<file path="src/hw/rtl/assert_macros.svh">
// ----------------------------------------------------------------------------
// assert_macros.svh
// Assertion macros shared by the RTL; they compile away under SYNTHESIS.
// ----------------------------------------------------------------------------
`ifndef ASSERT_MACROS_SVH
`define ASSERT_MACROS_SVH
`ifndef SYNTHESIS
// prop must hold at every clock edge outside reset
`define ASSERT_CLK(lbl, clk, rst, prop, msg) \
   lbl: assert property (@(posedge clk) disable iff (rst) prop) else $error(msg);
// cond must never be true outside reset
`define ASSERT_NEVER(lbl, clk, rst, cond, msg) \
   `ASSERT_CLK(lbl, clk, rst, !(cond), msg)
`else
`define ASSERT_CLK(lbl, clk, rst, prop, msg)
`define ASSERT_NEVER(lbl, clk, rst, cond, msg)
`endif
`endif

</file>
<file path="src/hw/rtl/u2a_pkg.sv">
// ----------------------------------------------------------------------------
// u2a_pkg
// Types, constants and helpers for the binary to ASCII digit converter.
// ----------------------------------------------------------------------------
package u2a_pkg;

   localparam int VALUE_W = 32;
   localparam int CHAR_W  = 7;
   localparam int DIGIT_W = 4;
   localparam int PROD_W  = 2 * VALUE_W;

   // floor(n / 10) == (n * 0xCCCCCCCD) >> 35 for every 32-bit n
   localparam logic [VALUE_W-1:0] DIV10_RECIP = 32'hCCCC_CCCD;
   localparam int DIV10_SHIFT = 35;
   localparam int HEX_SHIFT   = 4;

   localparam logic [DIGIT_W-1:0] DECIMAL_RADIX = 4'd10;
   localparam logic [CHAR_W-1:0]  DIGIT_ZERO    = 7'd48;
   localparam logic [CHAR_W-1:0]  LETTER_A      = 7'd97;

   typedef enum logic [1:0] {
      S_IDLE,
      S_CONVERT,
      S_EMIT
   } u2a_state_type;

   typedef struct packed {
      logic               start;
      logic [VALUE_W-1:0] num;
      logic               is_hex;
   } u2a_div_req_type;

   typedef struct packed {
      logic               valid;
      logic [VALUE_W-1:0] quotient;
      logic [CHAR_W-1:0]  code;
   } u2a_div_rsp_type;

   function automatic logic [CHAR_W-1:0] digit_to_ascii(input logic [DIGIT_W-1:0] d);
      logic [CHAR_W-1:0] code;
      if (d >= DECIMAL_RADIX) begin
         code = LETTER_A + CHAR_W'(d) - CHAR_W'(DECIMAL_RADIX);
      end else begin
         code = DIGIT_ZERO + CHAR_W'(d);
      end
      return code;
   endfunction

endpackage

</file>
<file path="src/hw/rtl/u2a_req_if.sv">
// ----------------------------------------------------------------------------
// u2a_req_if
// Request channel: one value to convert and its base select per word.
// ----------------------------------------------------------------------------
interface u2a_req_if;
   logic                          valid;
   logic                          ready;
   logic [u2a_pkg::VALUE_W-1:0]   value;
   logic                          is_hex;

   modport source (output valid, output value, output is_hex, input ready);
   modport sink   (input valid, input value, input is_hex, output ready);
endinterface

</file>
<file path="src/hw/rtl/u2a_rsp_if.sv">
// ----------------------------------------------------------------------------
// u2a_rsp_if
// Response channel: one ASCII digit and a last flag per word.
// ----------------------------------------------------------------------------
interface u2a_rsp_if;
   logic                          valid;
   logic                          ready;
   logic [u2a_pkg::CHAR_W-1:0]    char_code;
   logic                          last;

   modport source (output valid, output char_code, output last, input ready);
   modport sink   (input valid, input char_code, input last, output ready);
endinterface

</file>
<file path="src/hw/rtl/unsigned_to_ascii_digits.sv">
// ----------------------------------------------------------------------------
// unsigned_to_ascii_digits
// Binary to ASCII decimal/hex digits, most significant first, no leading zeros.
// ----------------------------------------------------------------------------
// Divide steps run first, one digit per cycle from the shared divide unit;
//   readout follows at one word per cycle while the response channel is ready.
// A new request is taken while the final digit still waits in the output register.
// Reset (synchronous, active high) idles the sequencer and drops the output word.
`include "assert_macros.svh"

module unsigned_to_ascii_digits #(
   parameter int MAX_DIGITS = 10
) (
   input  logic       clock,
   input  logic       reset,
   u2a_req_if.sink    req_ch,
   u2a_rsp_if.source  rsp_ch
);

   localparam int CNT_W = $clog2(MAX_DIGITS + 1);
   localparam int IDX_W = $clog2(MAX_DIGITS);

   u2a_pkg::u2a_state_type      state_ff, state_in;
   logic [CNT_W-1:0]            count_ff, count_in;
   logic [IDX_W-1:0]            rd_idx_ff, rd_idx_in;
   logic                        hex_ff, hex_in;
   logic                        out_valid_ff, out_valid_in;
   logic [u2a_pkg::CHAR_W-1:0]  out_char_ff, out_char_in;
   logic                        out_last_ff, out_last_in;

   u2a_pkg::u2a_div_req_type    div_req;
   u2a_pkg::u2a_div_rsp_type    div_rsp;
   logic                        req_ready;
   logic                        wr_en;
   logic                        load_out;
   logic                        conv_end;
   logic [CNT_W-1:0]            count_inc;
   logic [u2a_pkg::CHAR_W-1:0]  rd_data;

   // shared divide step: one quotient/remainder per cycle
   u2a_div_unit u_div (
      .clock   (clock),
      .reset   (reset),
      .div_req (div_req),
      .div_rsp (div_rsp)
   );

   // digits land low first at count, read back from the top down;
   // read is registered, so the buffer is addressed with the next index
   u2a_digit_buf #(
      .WIDTH (u2a_pkg::CHAR_W),
      .DEPTH (MAX_DIGITS)
   ) u_buf (
      .clock   (clock),
      .wr_en   (wr_en),
      .wr_addr (count_ff[IDX_W-1:0]),
      .wr_data (div_rsp.code),
      .rd_addr (rd_idx_in),
      .rd_data (rd_data)
   );

   assign count_inc = count_ff + CNT_W'(1);
   // stop on zero quotient, or when the buffer is full (high digits dropped)
   assign conv_end  = (div_rsp.quotient == '0) || (count_inc == CNT_W'(MAX_DIGITS));

   // sequencer outputs
   always_comb begin
      req_ready      = 1'b0;
      div_req.start  = 1'b0;
      div_req.num    = div_rsp.quotient;
      div_req.is_hex = hex_ff;
      wr_en          = 1'b0;
      load_out       = 1'b0;
      case (state_ff)
         u2a_pkg::S_IDLE: begin
            req_ready      = 1'b1;
            div_req.start  = req_ch.valid;
            div_req.num    = req_ch.value;
            div_req.is_hex = req_ch.is_hex;
         end
         u2a_pkg::S_CONVERT: begin
            wr_en         = div_rsp.valid;
            div_req.start = div_rsp.valid && !conv_end;
         end
         u2a_pkg::S_EMIT: begin
            load_out = !out_valid_ff || rsp_ch.ready;
         end
         default: begin
            req_ready = 1'b0;
         end
      endcase
   end

   // sequencer next state
   always_comb begin
      state_in = state_ff;
      case (state_ff)
         u2a_pkg::S_IDLE: begin
            if (req_ch.valid) begin
               state_in = u2a_pkg::S_CONVERT;
            end
         end
         u2a_pkg::S_CONVERT: begin
            if (div_rsp.valid && conv_end) begin
               state_in = u2a_pkg::S_EMIT;
            end
         end
         u2a_pkg::S_EMIT: begin
            if (load_out && (rd_idx_ff == '0)) begin
               state_in = u2a_pkg::S_IDLE;
            end
         end
         default: begin
            state_in = u2a_pkg::S_IDLE;
         end
      endcase
   end

   // counters and output register
   always_comb begin
      count_in     = count_ff;
      rd_idx_in    = rd_idx_ff;
      hex_in       = hex_ff;
      out_char_in  = out_char_ff;
      out_last_in  = out_last_ff;
      out_valid_in = out_valid_ff && !rsp_ch.ready;
      if (req_ready && req_ch.valid) begin
         count_in = '0;
         hex_in   = req_ch.is_hex;
      end
      if (wr_en) begin
         count_in = count_inc;
         if (conv_end) begin
            rd_idx_in = count_ff[IDX_W-1:0];   // top digit
         end
      end
      if (load_out) begin
         out_valid_in = 1'b1;
         out_char_in  = rd_data;
         out_last_in  = (rd_idx_ff == '0);
         // index parks at zero after the last digit
         if (rd_idx_ff != '0) begin
            rd_idx_in = rd_idx_ff - IDX_W'(1);
         end
      end
   end

   always_ff @(posedge clock) begin
      if (reset) begin
         state_ff     <= u2a_pkg::S_IDLE;
         out_valid_ff <= 1'b0;
      end else begin
         state_ff     <= state_in;
         out_valid_ff <= out_valid_in;
      end
      count_ff    <= count_in;
      rd_idx_ff   <= rd_idx_in;
      hex_ff      <= hex_in;
      out_char_ff <= out_char_in;
      out_last_ff <= out_last_in;
   end

   assign req_ch.ready     = req_ready;
   assign rsp_ch.valid     = out_valid_ff;
   assign rsp_ch.char_code = out_char_ff;
   assign rsp_ch.last      = out_last_ff;

   `ASSERT_CLK(a_count_in_range, clock, reset,
      state_ff == u2a_pkg::S_CONVERT |-> count_ff < CNT_W'(MAX_DIGITS),
      "digit count overran buffer")
   `ASSERT_CLK(a_rd_idx_in_range, clock, reset,
      state_ff == u2a_pkg::S_EMIT |-> CNT_W'(rd_idx_ff) < count_ff,
      "readout index past stored digits")
   `ASSERT_CLK(a_accept_starts_div, clock, reset,
      req_ch.valid && req_ch.ready |=> state_ff == u2a_pkg::S_CONVERT && div_rsp.valid,
      "request did not start conversion")
   `ASSERT_CLK(a_char_is_digit, clock, reset,
      out_valid_ff |-> (out_char_ff >= 7'd48 && out_char_ff <= 7'd57) ||
                       (out_char_ff >= 7'd97 && out_char_ff <= 7'd102),
      "output is not a digit")

endmodule

</file>
<file path="src/hw/rtl/u2a_div_unit.sv">
// ----------------------------------------------------------------------------
// u2a_div_unit
// Shared divide-by-radix step: quotient and ASCII remainder, one per cycle.
// ----------------------------------------------------------------------------
`include "assert_macros.svh"

module u2a_div_unit (
   input  logic                      clock,
   input  logic                      reset,
   input  u2a_pkg::u2a_div_req_type  div_req,
   output u2a_pkg::u2a_div_rsp_type  div_rsp
);

   logic                              valid_ff, valid_in;
   logic                              hex_ff, hex_in;
   logic [u2a_pkg::VALUE_W-1:0]       num_ff, num_in;
   logic [u2a_pkg::PROD_W-1:0]        prod_ff, prod_in;

   logic [u2a_pkg::VALUE_W-1:0]       quot_w;
   logic [u2a_pkg::VALUE_W-1:0]       ten_q_w;
   logic [u2a_pkg::VALUE_W-1:0]       diff_w;
   logic [u2a_pkg::DIGIT_W-1:0]       rem_w;

   // reciprocal multiply registered, quotient and remainder next cycle
   always_comb begin
      valid_in = div_req.start;
      hex_in   = div_req.start ? div_req.is_hex : hex_ff;
      num_in   = div_req.start ? div_req.num : num_ff;
      prod_in  = div_req.start ?
                 ({{u2a_pkg::VALUE_W{1'b0}}, div_req.num} *
                  {{u2a_pkg::VALUE_W{1'b0}}, u2a_pkg::DIV10_RECIP}) : prod_ff;
   end

   always_ff @(posedge clock) begin
      if (reset) begin
         valid_ff <= 1'b0;
      end else begin
         valid_ff <= valid_in;
      end
      hex_ff  <= hex_in;
      num_ff  <= num_in;
      prod_ff <= prod_in;
   end

   always_comb begin
      if (hex_ff) begin
         quot_w = num_ff >> u2a_pkg::HEX_SHIFT;
      end else begin
         quot_w = u2a_pkg::VALUE_W'(prod_ff >> u2a_pkg::DIV10_SHIFT);
      end
      ten_q_w = (quot_w << 3) + (quot_w << 1);
      diff_w  = num_ff - ten_q_w;
      rem_w   = hex_ff ? num_ff[u2a_pkg::DIGIT_W-1:0] : diff_w[u2a_pkg::DIGIT_W-1:0];
   end

   assign div_rsp.valid    = valid_ff;
   assign div_rsp.quotient = quot_w;
   assign div_rsp.code     = u2a_pkg::digit_to_ascii(rem_w);

   `ASSERT_CLK(a_dec_rem_below_ten, clock, reset, valid_ff && !hex_ff |-> rem_w < u2a_pkg::DECIMAL_RADIX, "decimal remainder out of range")
   `ASSERT_CLK(a_dec_exact, clock, reset, valid_ff && !hex_ff |-> diff_w < 32'd10, "reciprocal quotient off by one")
   `ASSERT_CLK(a_start_gives_result, clock, reset, div_req.start |=> valid_ff, "divide step result missing")

endmodule

</file>
<file path="src/hw/rtl/u2a_digit_buf.sv">
// ----------------------------------------------------------------------------
// u2a_digit_buf
// Generic RAM: one write port, registered read, a write to the read address
// shows up on the read data at the same edge.
// ----------------------------------------------------------------------------
module u2a_digit_buf #(
   parameter int WIDTH = 8,
   parameter int DEPTH = 16
) (
   input  logic                         clock,
   input  logic                         wr_en,
   input  logic [$clog2(DEPTH)-1:0]     wr_addr,
   input  logic [WIDTH-1:0]             wr_data,
   input  logic [$clog2(DEPTH)-1:0]     rd_addr,
   output logic [WIDTH-1:0]             rd_data
);

   logic [WIDTH-1:0] buf_ff [DEPTH];
   logic [WIDTH-1:0] rd_data_ff;

   always_ff @(posedge clock) begin
      if (wr_en) begin
         buf_ff[wr_addr] <= wr_data;
      end
      // write-first on an address match
      if (wr_en && (wr_addr == rd_addr)) begin
         rd_data_ff <= wr_data;
      end else begin
         rd_data_ff <= buf_ff[rd_addr];
      end
   end

   assign rd_data = rd_data_ff;

endmodule

</file>
<file path="src/flat_wrapper.sv">
// flat-port wrapper written by rule: the top's interface ports become plain ports
module unsigned_to_ascii_digits_flat 
#(
   parameter int MAX_DIGITS = 10
)
  (clock, reset, req_ch_valid, req_ch_value, req_ch_is_hex, req_ch_ready, rsp_ch_valid, rsp_ch_char_code, rsp_ch_last, rsp_ch_ready);
  u2a_req_if req_ch_i ();
  u2a_rsp_if rsp_ch_i ();
  input  logic clock;
  input  logic reset;
  input wire logic [$bits(req_ch_i.valid)-1:0] req_ch_valid;
  input wire logic [$bits(req_ch_i.value)-1:0] req_ch_value;
  input wire logic [$bits(req_ch_i.is_hex)-1:0] req_ch_is_hex;
  output wire logic [$bits(req_ch_i.ready)-1:0] req_ch_ready;
  output wire logic [$bits(rsp_ch_i.valid)-1:0] rsp_ch_valid;
  output wire logic [$bits(rsp_ch_i.char_code)-1:0] rsp_ch_char_code;
  output wire logic [$bits(rsp_ch_i.last)-1:0] rsp_ch_last;
  input wire logic [$bits(rsp_ch_i.ready)-1:0] rsp_ch_ready;
  assign req_ch_i.valid = req_ch_valid;
  assign req_ch_i.value = req_ch_value;
  assign req_ch_i.is_hex = req_ch_is_hex;
  assign req_ch_ready = req_ch_i.ready;
  assign rsp_ch_valid = rsp_ch_i.valid;
  assign rsp_ch_char_code = rsp_ch_i.char_code;
  assign rsp_ch_last = rsp_ch_i.last;
  assign rsp_ch_i.ready = rsp_ch_ready;
  unsigned_to_ascii_digits #(.MAX_DIGITS(MAX_DIGITS)) u_core (.clock(clock), .reset(reset), .req_ch(req_ch_i), .rsp_ch(rsp_ch_i));
endmodule
</file>
<file path="config.mk">
export PLATFORM = sky130hd
export DESIGN_NAME = unsigned_to_ascii_digits_flat
export DESIGN_NICKNAME = d
export VERILOG_FILES = /design/src/hw/rtl/u2a_pkg.sv /design/src/hw/rtl/u2a_req_if.sv /design/src/hw/rtl/u2a_rsp_if.sv /design/src/hw/rtl/unsigned_to_ascii_digits.sv /design/src/hw/rtl/u2a_div_unit.sv /design/src/hw/rtl/u2a_digit_buf.sv /design/src/flat_wrapper.sv
export VERILOG_INCLUDE_DIRS = /design/src /design/src/hw/rtl
export SDC_FILE = /design/constraint.sdc
export NUM_CORES = 1
export LEC_CHECK = 0
export BUFFER_PORTS_ARGS = -buffer_cell sky130_fd_sc_hd__buf_2
export CAP_MARGIN = 20
export CORE_MARGIN = 2
export CORE_UTILIZATION = 50
export CTS_BUF_LIST = sky130_fd_sc_hd__clkbuf_16
export DETAILED_ROUTE_END_ITERATION = 6
export PLACE_DENSITY_LB_ADDON = 0.2
export SYNTH_ARGS = -nofsm -noshare
export SYNTH_HDL_FRONTEND = slang
export SYNTH_SLANG_ARGS = --single-unit
</file>
<file path="constraint.sdc">
create_clock -name clock -period 9.3 [get_ports clock]
set_input_delay 0.93 -clock clock [delete_from_list [all_inputs] [get_ports clock]]
set_output_delay 0.93 -clock clock [all_outputs]
set_load 0.02 [all_outputs]
</file>
==> out/qor.txt, run 1 <==
CTS tree: built
RD Place Congestion: 1.047
M1 WL: 28570 um
Setup violators final: 0
GRT Overall Usage: 28.52%
Pin count of the biggest net entering global routing: 64
Critical path arrival: 9020 ps
DR WL met3: 4608 um
WP data required: 9470 ps
Global route total overflow: 0
Period minus WS final: 8852 ps
Final WL: 68560 um
Register-to-Register Path Depth: 29
Clock Latency Late Sink: 430 ps
Min-Delay Path Class: flip-flop to flip-flop
Final period util: 95.18%
Critical path launch point type: flip-flop
Chip height: 222.1 um
Filler cells: 4156
Drc violations: 0
Max incr delay on CP: 540 ps
Mean post-synth cell area: 10.69 um^2
Dpl ws: 304.3 ps
Top sig layer: met4
FP Rows: 79
Top Ports: 47
Syn nets: 3002
Highest clock rate: 0.1130 GHz
Fin. Hold Viols: 0
Most instantiated library cell after synthesis: inv_1
Placed Area: 0.02485 mm^2
Core area: 0.04675 mm^2
Met2 wire len: 32510 um
Vias: 16240
Final worst slack: 448.1 ps
Post-Route Skew: 10.18 ps
Vias/cell: 5.586
1st-iter DRT viols: 1311
Final Max Slew Viols: 0
Initial Utilization: 50.86%
Final setup TNS: 0 ps
Multi-input gate area: 0.01702 mm^2
Worst reg2reg path startpoint: u_core.state_ff[0]$_SDFFE_PP0P_
Rel. slew slack: 29.16%
Crit Path Max Fanout: 38
Crit Path Class: flip-flop to flip-flop
Antenna violations before repair: 1
DRT Pass-1 Iters: 6
Seq/Total Area, Yosys: 18.98%
Vias in the first global route: 17190
Post-detail-place hpwl: 60050 um
EDFF count, synth: 145
Die width: 222.1 um
Max-cap viol count: 0
Worst Max-Slew Pin Slew: 1059 ps
Worst setup path startpoint: u_core.state_ff[0]$_SDFFE_PP0P_
Clock sinks: 153
I/O Buffers: 46
CP endpoint kind: flip-flop
DR WL/cell: 23.58 um
RSZ-0062 raised after global routing: false
Post-synth top area share: 32.50%
Synth area leaders: fa_1 32%, ha_1 19%, edfxtp_1 18%
Die ar.: 0.04932 mm^2
Seq cells post-synth: 153
Clock Tree Buf Depth: 2
Top FF cell, synth: edfxtp_1
CP endpoint: u_core.u_div.prod_ff[56]$_DFFE_PP_
Root Buffer: clkbuf_16
Slowest cell on crit path: fa_1
FF-to-FF End: u_core.u_div.prod_ff[56]$_DFFE_PP_
Register area: 0.004514 mm^2
P&R area growth vs syn: 7.324%
Mapped cell area: 0.02378 mm^2
Most frequent cells after synthesis: 550 x inv_1, 386 x fa_1, 354 x ha_1
Antenna violation net count after detailed routing: 0
Clk slew on worst S/H paths: 70 ps
Run status: finished, final reports clean
FFs w/ async S/R, synth: 0%
Layout cells sized above 1: 7.084%
Synth Instances: 2225
Synth Warn #: 0
CTS H-tree depth: 4
Final Cell Area: 0.02552 mm^2
# diodes: 0
Number of CTS-inserted buffers: 17
Final nets: 3065
Unique masters post-synth: 68
Leading area contributor after synthesis: fa_1
Reg-to-reg slack, setup: 450 ps
First-pass GRT wire length: 103500 um
## flip-flops by register name, indices dropped and copies added (netlist names), 2 cells and up
register                 cells
u_core.rsp_ch.char_code      7
u_core.state_ff              2
u_core.u_div.prod_ff        29
u_core.rd_idx_ff             4
u_core.u_div.num_ff         32
u_core.count_ff              4
u_core.u_buf.buf_ff         70
## layout make-up
cell class,instances,area share [%]
multi-input cells,1475,66.68
clock inverters,15,0.7011
repair buffers,89,2.157
inverters,552,8.129
clock buffers,17,1.667
flip-flops and latches,153,17.69
well taps,607,2.976
## placed cells by master, fill, tap and decap left out, types with 34 or more instances in the layout
cell        n
xor2_1     51
a21o_1     39
buf_2      46
nor2_1     43
xnor2_1    39
mux2i_1    34
o21ai_0    62
nand2_1   105
ha_1      351
fa_1      386
buf_4      41
edfxtp_1  145
a21oi_1    91
inv_1     550
## routing by layer
layer  global-route usage [%]  vias up
met5                        0        -
met4                    10.77        0
met3                    4.917      115
met2                    46.86      576
met1                    37.96     8209
li1                         -     7343
## through the flow
step / utilization [%] / hold slack, ps / cells
6_report: 54.59 / 536.7 / 2908
5_1_grt: 54.59 / 567.2 / 2908
3_5_place_dp: 53.16 / 522.8 / 2869
3_3_place_gp: 53.16 / 523.0 / 2869
2_1_floorplan: - / 504.1 / 2225
4_1_cts: 54.45 / 534.5 / 2901
## logic make-up (layout without fill, tap and decap cells)
logic type	after synthesis	count (layout)	synth area share, %
AND/OR/NAND/NOR	302	302	6.446
multiplexers	53	53	3.041
XOR/XNOR	90	90	3.315
AO/OA/AOI/OAI	290	290	7.588
flip-flops	153	153	18.98
adder cells (fa/ha/maj)	740	740	51.12
buffers and inverters	597	673	9.503
## worst min-delay path by stage
stage	start	endpoint	slack, ps	cells after the start
finish	u_core.rsp_ch.valid$_SDFF_PP0_	u_core.rsp_ch.valid$_SDFF_PP0_	540	2
global route	u_core.rsp_ch.valid$_SDFF_PP0_	u_core.rsp_ch.valid$_SDFF_PP0_	570	2
CTS	u_core.rsp_ch.valid$_SDFF_PP0_	u_core.rsp_ch.valid$_SDFF_PP0_	530	2
detailed placement	u_core.rsp_ch.valid$_SDFF_PP0_	u_core.rsp_ch.valid$_SDFF_PP0_	520	2
global placement	u_core.rsp_ch.valid$_SDFF_PP0_	u_core.rsp_ch.valid$_SDFF_PP0_	520	2
floorplan	u_core.state_ff[1]$_SDFFE_PP0P_	u_core.state_ff[0]$_SDFFE_PP0P_	500	1
## timing repair
item                       in CTS  in global routing
setup buffers                   0                  5
gates resized for setup         0                 13
setup endpoints to repair       0                  6
hold buffers                    0                  0
## critical path: cells and delay by family (launching register included)
kind                     cells  cell delay (ps)
adder cells (fa/ha/maj)      9             4180
AO/OA/AOI/OAI                8             2210
buffers and inverters        8              850
AND/OR/NAND/NOR              3              750
flip-flops                   1              380
XOR/XNOR                     1              170
Power of run 1 is not shown: default switching activity piles up to over one toggle a cycle in this logic, so the estimate is an artifact.
==> run 2, diff against run 1 <==
Settings changed: ABC_AREA set to 1.
==> out/qor.txt, run 2 <==
Post-Route Skew: 15.03 ps (+4.849 ps)
Register-to-Register Path Depth: 28 (-3.4%)
Worst Path Buf+Inv: 6 (-2)
Die width: 226.6 um (+2.0%)
Crit Path Class: flip-flop to flip-flop
DR WL/cell: 24.46 um (+3.7%)
FP Rows: 81 (+2.5%)
Run status: finished, final reports clean
Min-Delay Path Class: flip-flop to flip-flop
Max-cap viol count: 0 (unchanged)
Rel. slew slack: 29.48% (+0.32 points)
Most frequent cells after synthesis: 712 x inv_1, 386 x fa_1, 378 x nand2_1
CTS H-tree depth: 4 (unchanged)
1st-iter DRT viols: 1611 (+23%)
Hold-fix buffers, CTS: 0 (unchanged)
First-pass GRT wire length: 125900 um (+22%)
Most instantiated library cell after synthesis: inv_1
Die ar.: 0.05133 mm^2 (+4.1%)
Slowest cell on crit path: fa_1
Multi-input gate area: 0.01743 mm^2 (+2.4%)
CP endpoint kind: flip-flop
Root Buffer: clkbuf_16
EDFF count, synth: 145 (unchanged)
Worst Max-Slew Pin Slew: 1050 ps (-8.954 ps)
Layout cells sized above 1: 5.114% (-2.0 points)
Post-detail-place hpwl: 75310 um (+25%)
Seq/Total Area, Yosys: 18.23% (-0.76 points)
Mean post-synth cell area: 9.082 um^2 (-15%)
Resized Gates After CTS: 0 (unchanged)
Setup Buffers After CTS: 0 (unchanged)
Vias/cell: 5.453 (-2.4%)
Max reg flops: 70 (unchanged)
CP dominant cell by count: fa_1
Critical path arrival: 8990 ps (-30 ps)
Commonest non-fill, non-tap cell in the layout: inv_1
P&R area growth vs syn: 7.598%
Critical path launch point type: flip-flop
FFs w/ async S/R, synth: 0% (unchanged)
Pin count of the biggest net entering global routing: 37 (-42%)
Worst hold path depth: 4 (+2)
Antenna violations before repair: 0 (-1)
Synth Warn #: 0 (unchanged)
Drc violations: 0 (unchanged)
DRT Pass-1 Iters: 6 (unchanged)
Clock Latency Late Sink: 460 ps (+30 ps)
WP depth: 28 (-3.4%)
Final Max Slew Viols: 0 (unchanged)
Top Ports: 47 (unchanged)
Top FF cell, synth: edfxtp_1
Final period util: 94.45% (-0.74 points)
Vias: 18980 (+17%)
Highest clock rate: 0.1139 GHz (+0.78%)
Mapped cell area: 0.02477 mm^2 (+4.2%)
Unique masters post-synth: 48 (-29%)
Chip height: 226.6 um (+2.0%)
Setup violators final: 0 (unchanged)
# diodes: 0 (unchanged)
Seq cells post-synth: 153 (unchanged)
Register area: 0.004514 mm^2 (unchanged)
Number of CTS-inserted buffers: 17 (unchanged)
Clock sinks: 153 (unchanged)
Synth area leaders: fa_1 31%, ha_1 18%, edfxtp_1 18%
Post-synth top area share: 31.20% (-1.3 points)
Initial Utilization: 50.60% (-0.26 points)
Final setup TNS: 0 ps (unchanged)
Crit Path Max Fanout: 32 (-16%)
Filler cells: 4605 (+11%)
Syn nets: 3504 (+17%)
Top reg by flops: u_core.u_buf.buf_ff
CTS tree: built
Period minus WS final: 8784 ps (-68.39 ps)
Clock Tree Buf Depth: 2 (unchanged)
Core area: 0.04895 mm^2 (+4.7%)
GRT Overall Usage: 34.52% (+6.0 points)
Final WL: 85120 um (+24%)
Synth Instances: 2727 (+23%)
I/O Buffers: 46 (unchanged)
Max incr delay on CP: 620 ps (+80 ps)
Global route total overflow: 0 (unchanged)
Family with the most delay on the worst path: adder cells
WP data required: 9500 ps (+30 ps)
Clk slew on worst S/H paths: 80 ps (about the same)
RSZ-0062 raised after global routing: false
Vias in the first global route: 19510 (+14%)
RD Place Congestion: 1.005 (-3.9%)
Regs by FF count: u_core.u_buf.buf_ff (70), u_core.u_div.num_ff (32), u_core.u_div.prod_ff (29)
Final nets: 3580 (+17%)
Fin. Hold Viols: 0 (unchanged)
Leading area contributor after synthesis: fa_1
Most frequent cells in the layout: 712 x inv_1, 386 x fa_1, 378 x nand2_1
Antenna violation net count after detailed routing: 0 (unchanged)
## run 2: cell types whose count changed after synthesis, moves of 30 or more
cell	delta
inv_1	+162
mux2i_1	-31
nand2_1	+273
nand3_1	+30
nor2_1	+160
o21ai_0	+38
## run 2: layout make-up
cell class	count	area share (%)
inverter	717	10.10
clock inverter	15	0.7841
sequential	153	16.94
clock buffer	17	1.596
timing repair buffer	88	2.047
multi-input combinational	1826	65.42
tap	664	3.118
## run 2: through the flow
stage          std cells  hold slack (ps)  util [%]  cell area (um^2)  setup slack, ps
6_report            3480            552.0     54.44             26650            516.5
5_1_grt             3480            624.3     54.44             26650            274.7
4_1_cts             3472            551.0     54.31             26580            578.8
3_5_place_dp        3440            539.8     53.01             25950            345.9
3_3_place_gp        3437            527.1     52.98             25930            323.7
2_1_floorplan       2727            487.4         -             24770             2048
## run 2: logic make-up (layout without fill, tap and decap cells)
family,Yosys count,count (layout),share of synthesized area [%]
AND/OR/NAND/NOR,705,705,11.65
multiplexers,3,3,0.1212
XOR/XNOR,64,64,2.263
adder cells (fa/ha/maj),740,740,49.08
AO/OA/AOI/OAI,314,314,7.224
buffers and inverters,748,837,11.43
flip-flops,153,153,18.23
## run 2: path summary, 6_finish.rpt
| check | from | slack [ps] | to |
|---|---|---|---|
| max | u_core.u_div.hex_ff$_DFFE_PP_ | 520 | u_core.u_div.prod_ff[39]$_DFFE_PP_ |
| min | u_core.rsp_ch.valid$_SDFF_PP0_ | 550 | u_core.rsp_ch.valid$_SDFF_PP0_ |
| max reg2reg | u_core.u_div.hex_ff$_DFFE_PP_ | 520 | u_core.u_div.prod_ff[39]$_DFFE_PP_ |
| min reg2reg | u_core.rsp_ch.valid$_SDFF_PP0_ | 550 | u_core.rsp_ch.valid$_SDFF_PP0_ |
## run 2: tightest hold or removal path: cells and delay by family, from the launching register on
family | cells | cell delay, ps
flip-flops | 1 | 310
buffers and inverters | 2 | 100
AND/OR/NAND/NOR | 1 | 50
AO/OA/AOI/OAI | 1 | 50
## run 2: per-layer routing
| layer | part of all wire, % | track usage (%) | vias up |
|---|---|---|---|
| li1 | - | - | 8647 |
| met1 | 43 | 47.79 | 9502 |
| met2 | 47 | 56.23 | 696 |
| met3 | 5.9 | 4.574 | 131 |
| met4 | 3.6 | 11.38 | 0 |
| met5 | 0 | 0 | - |
Power of run 2 is left out for the same reason.
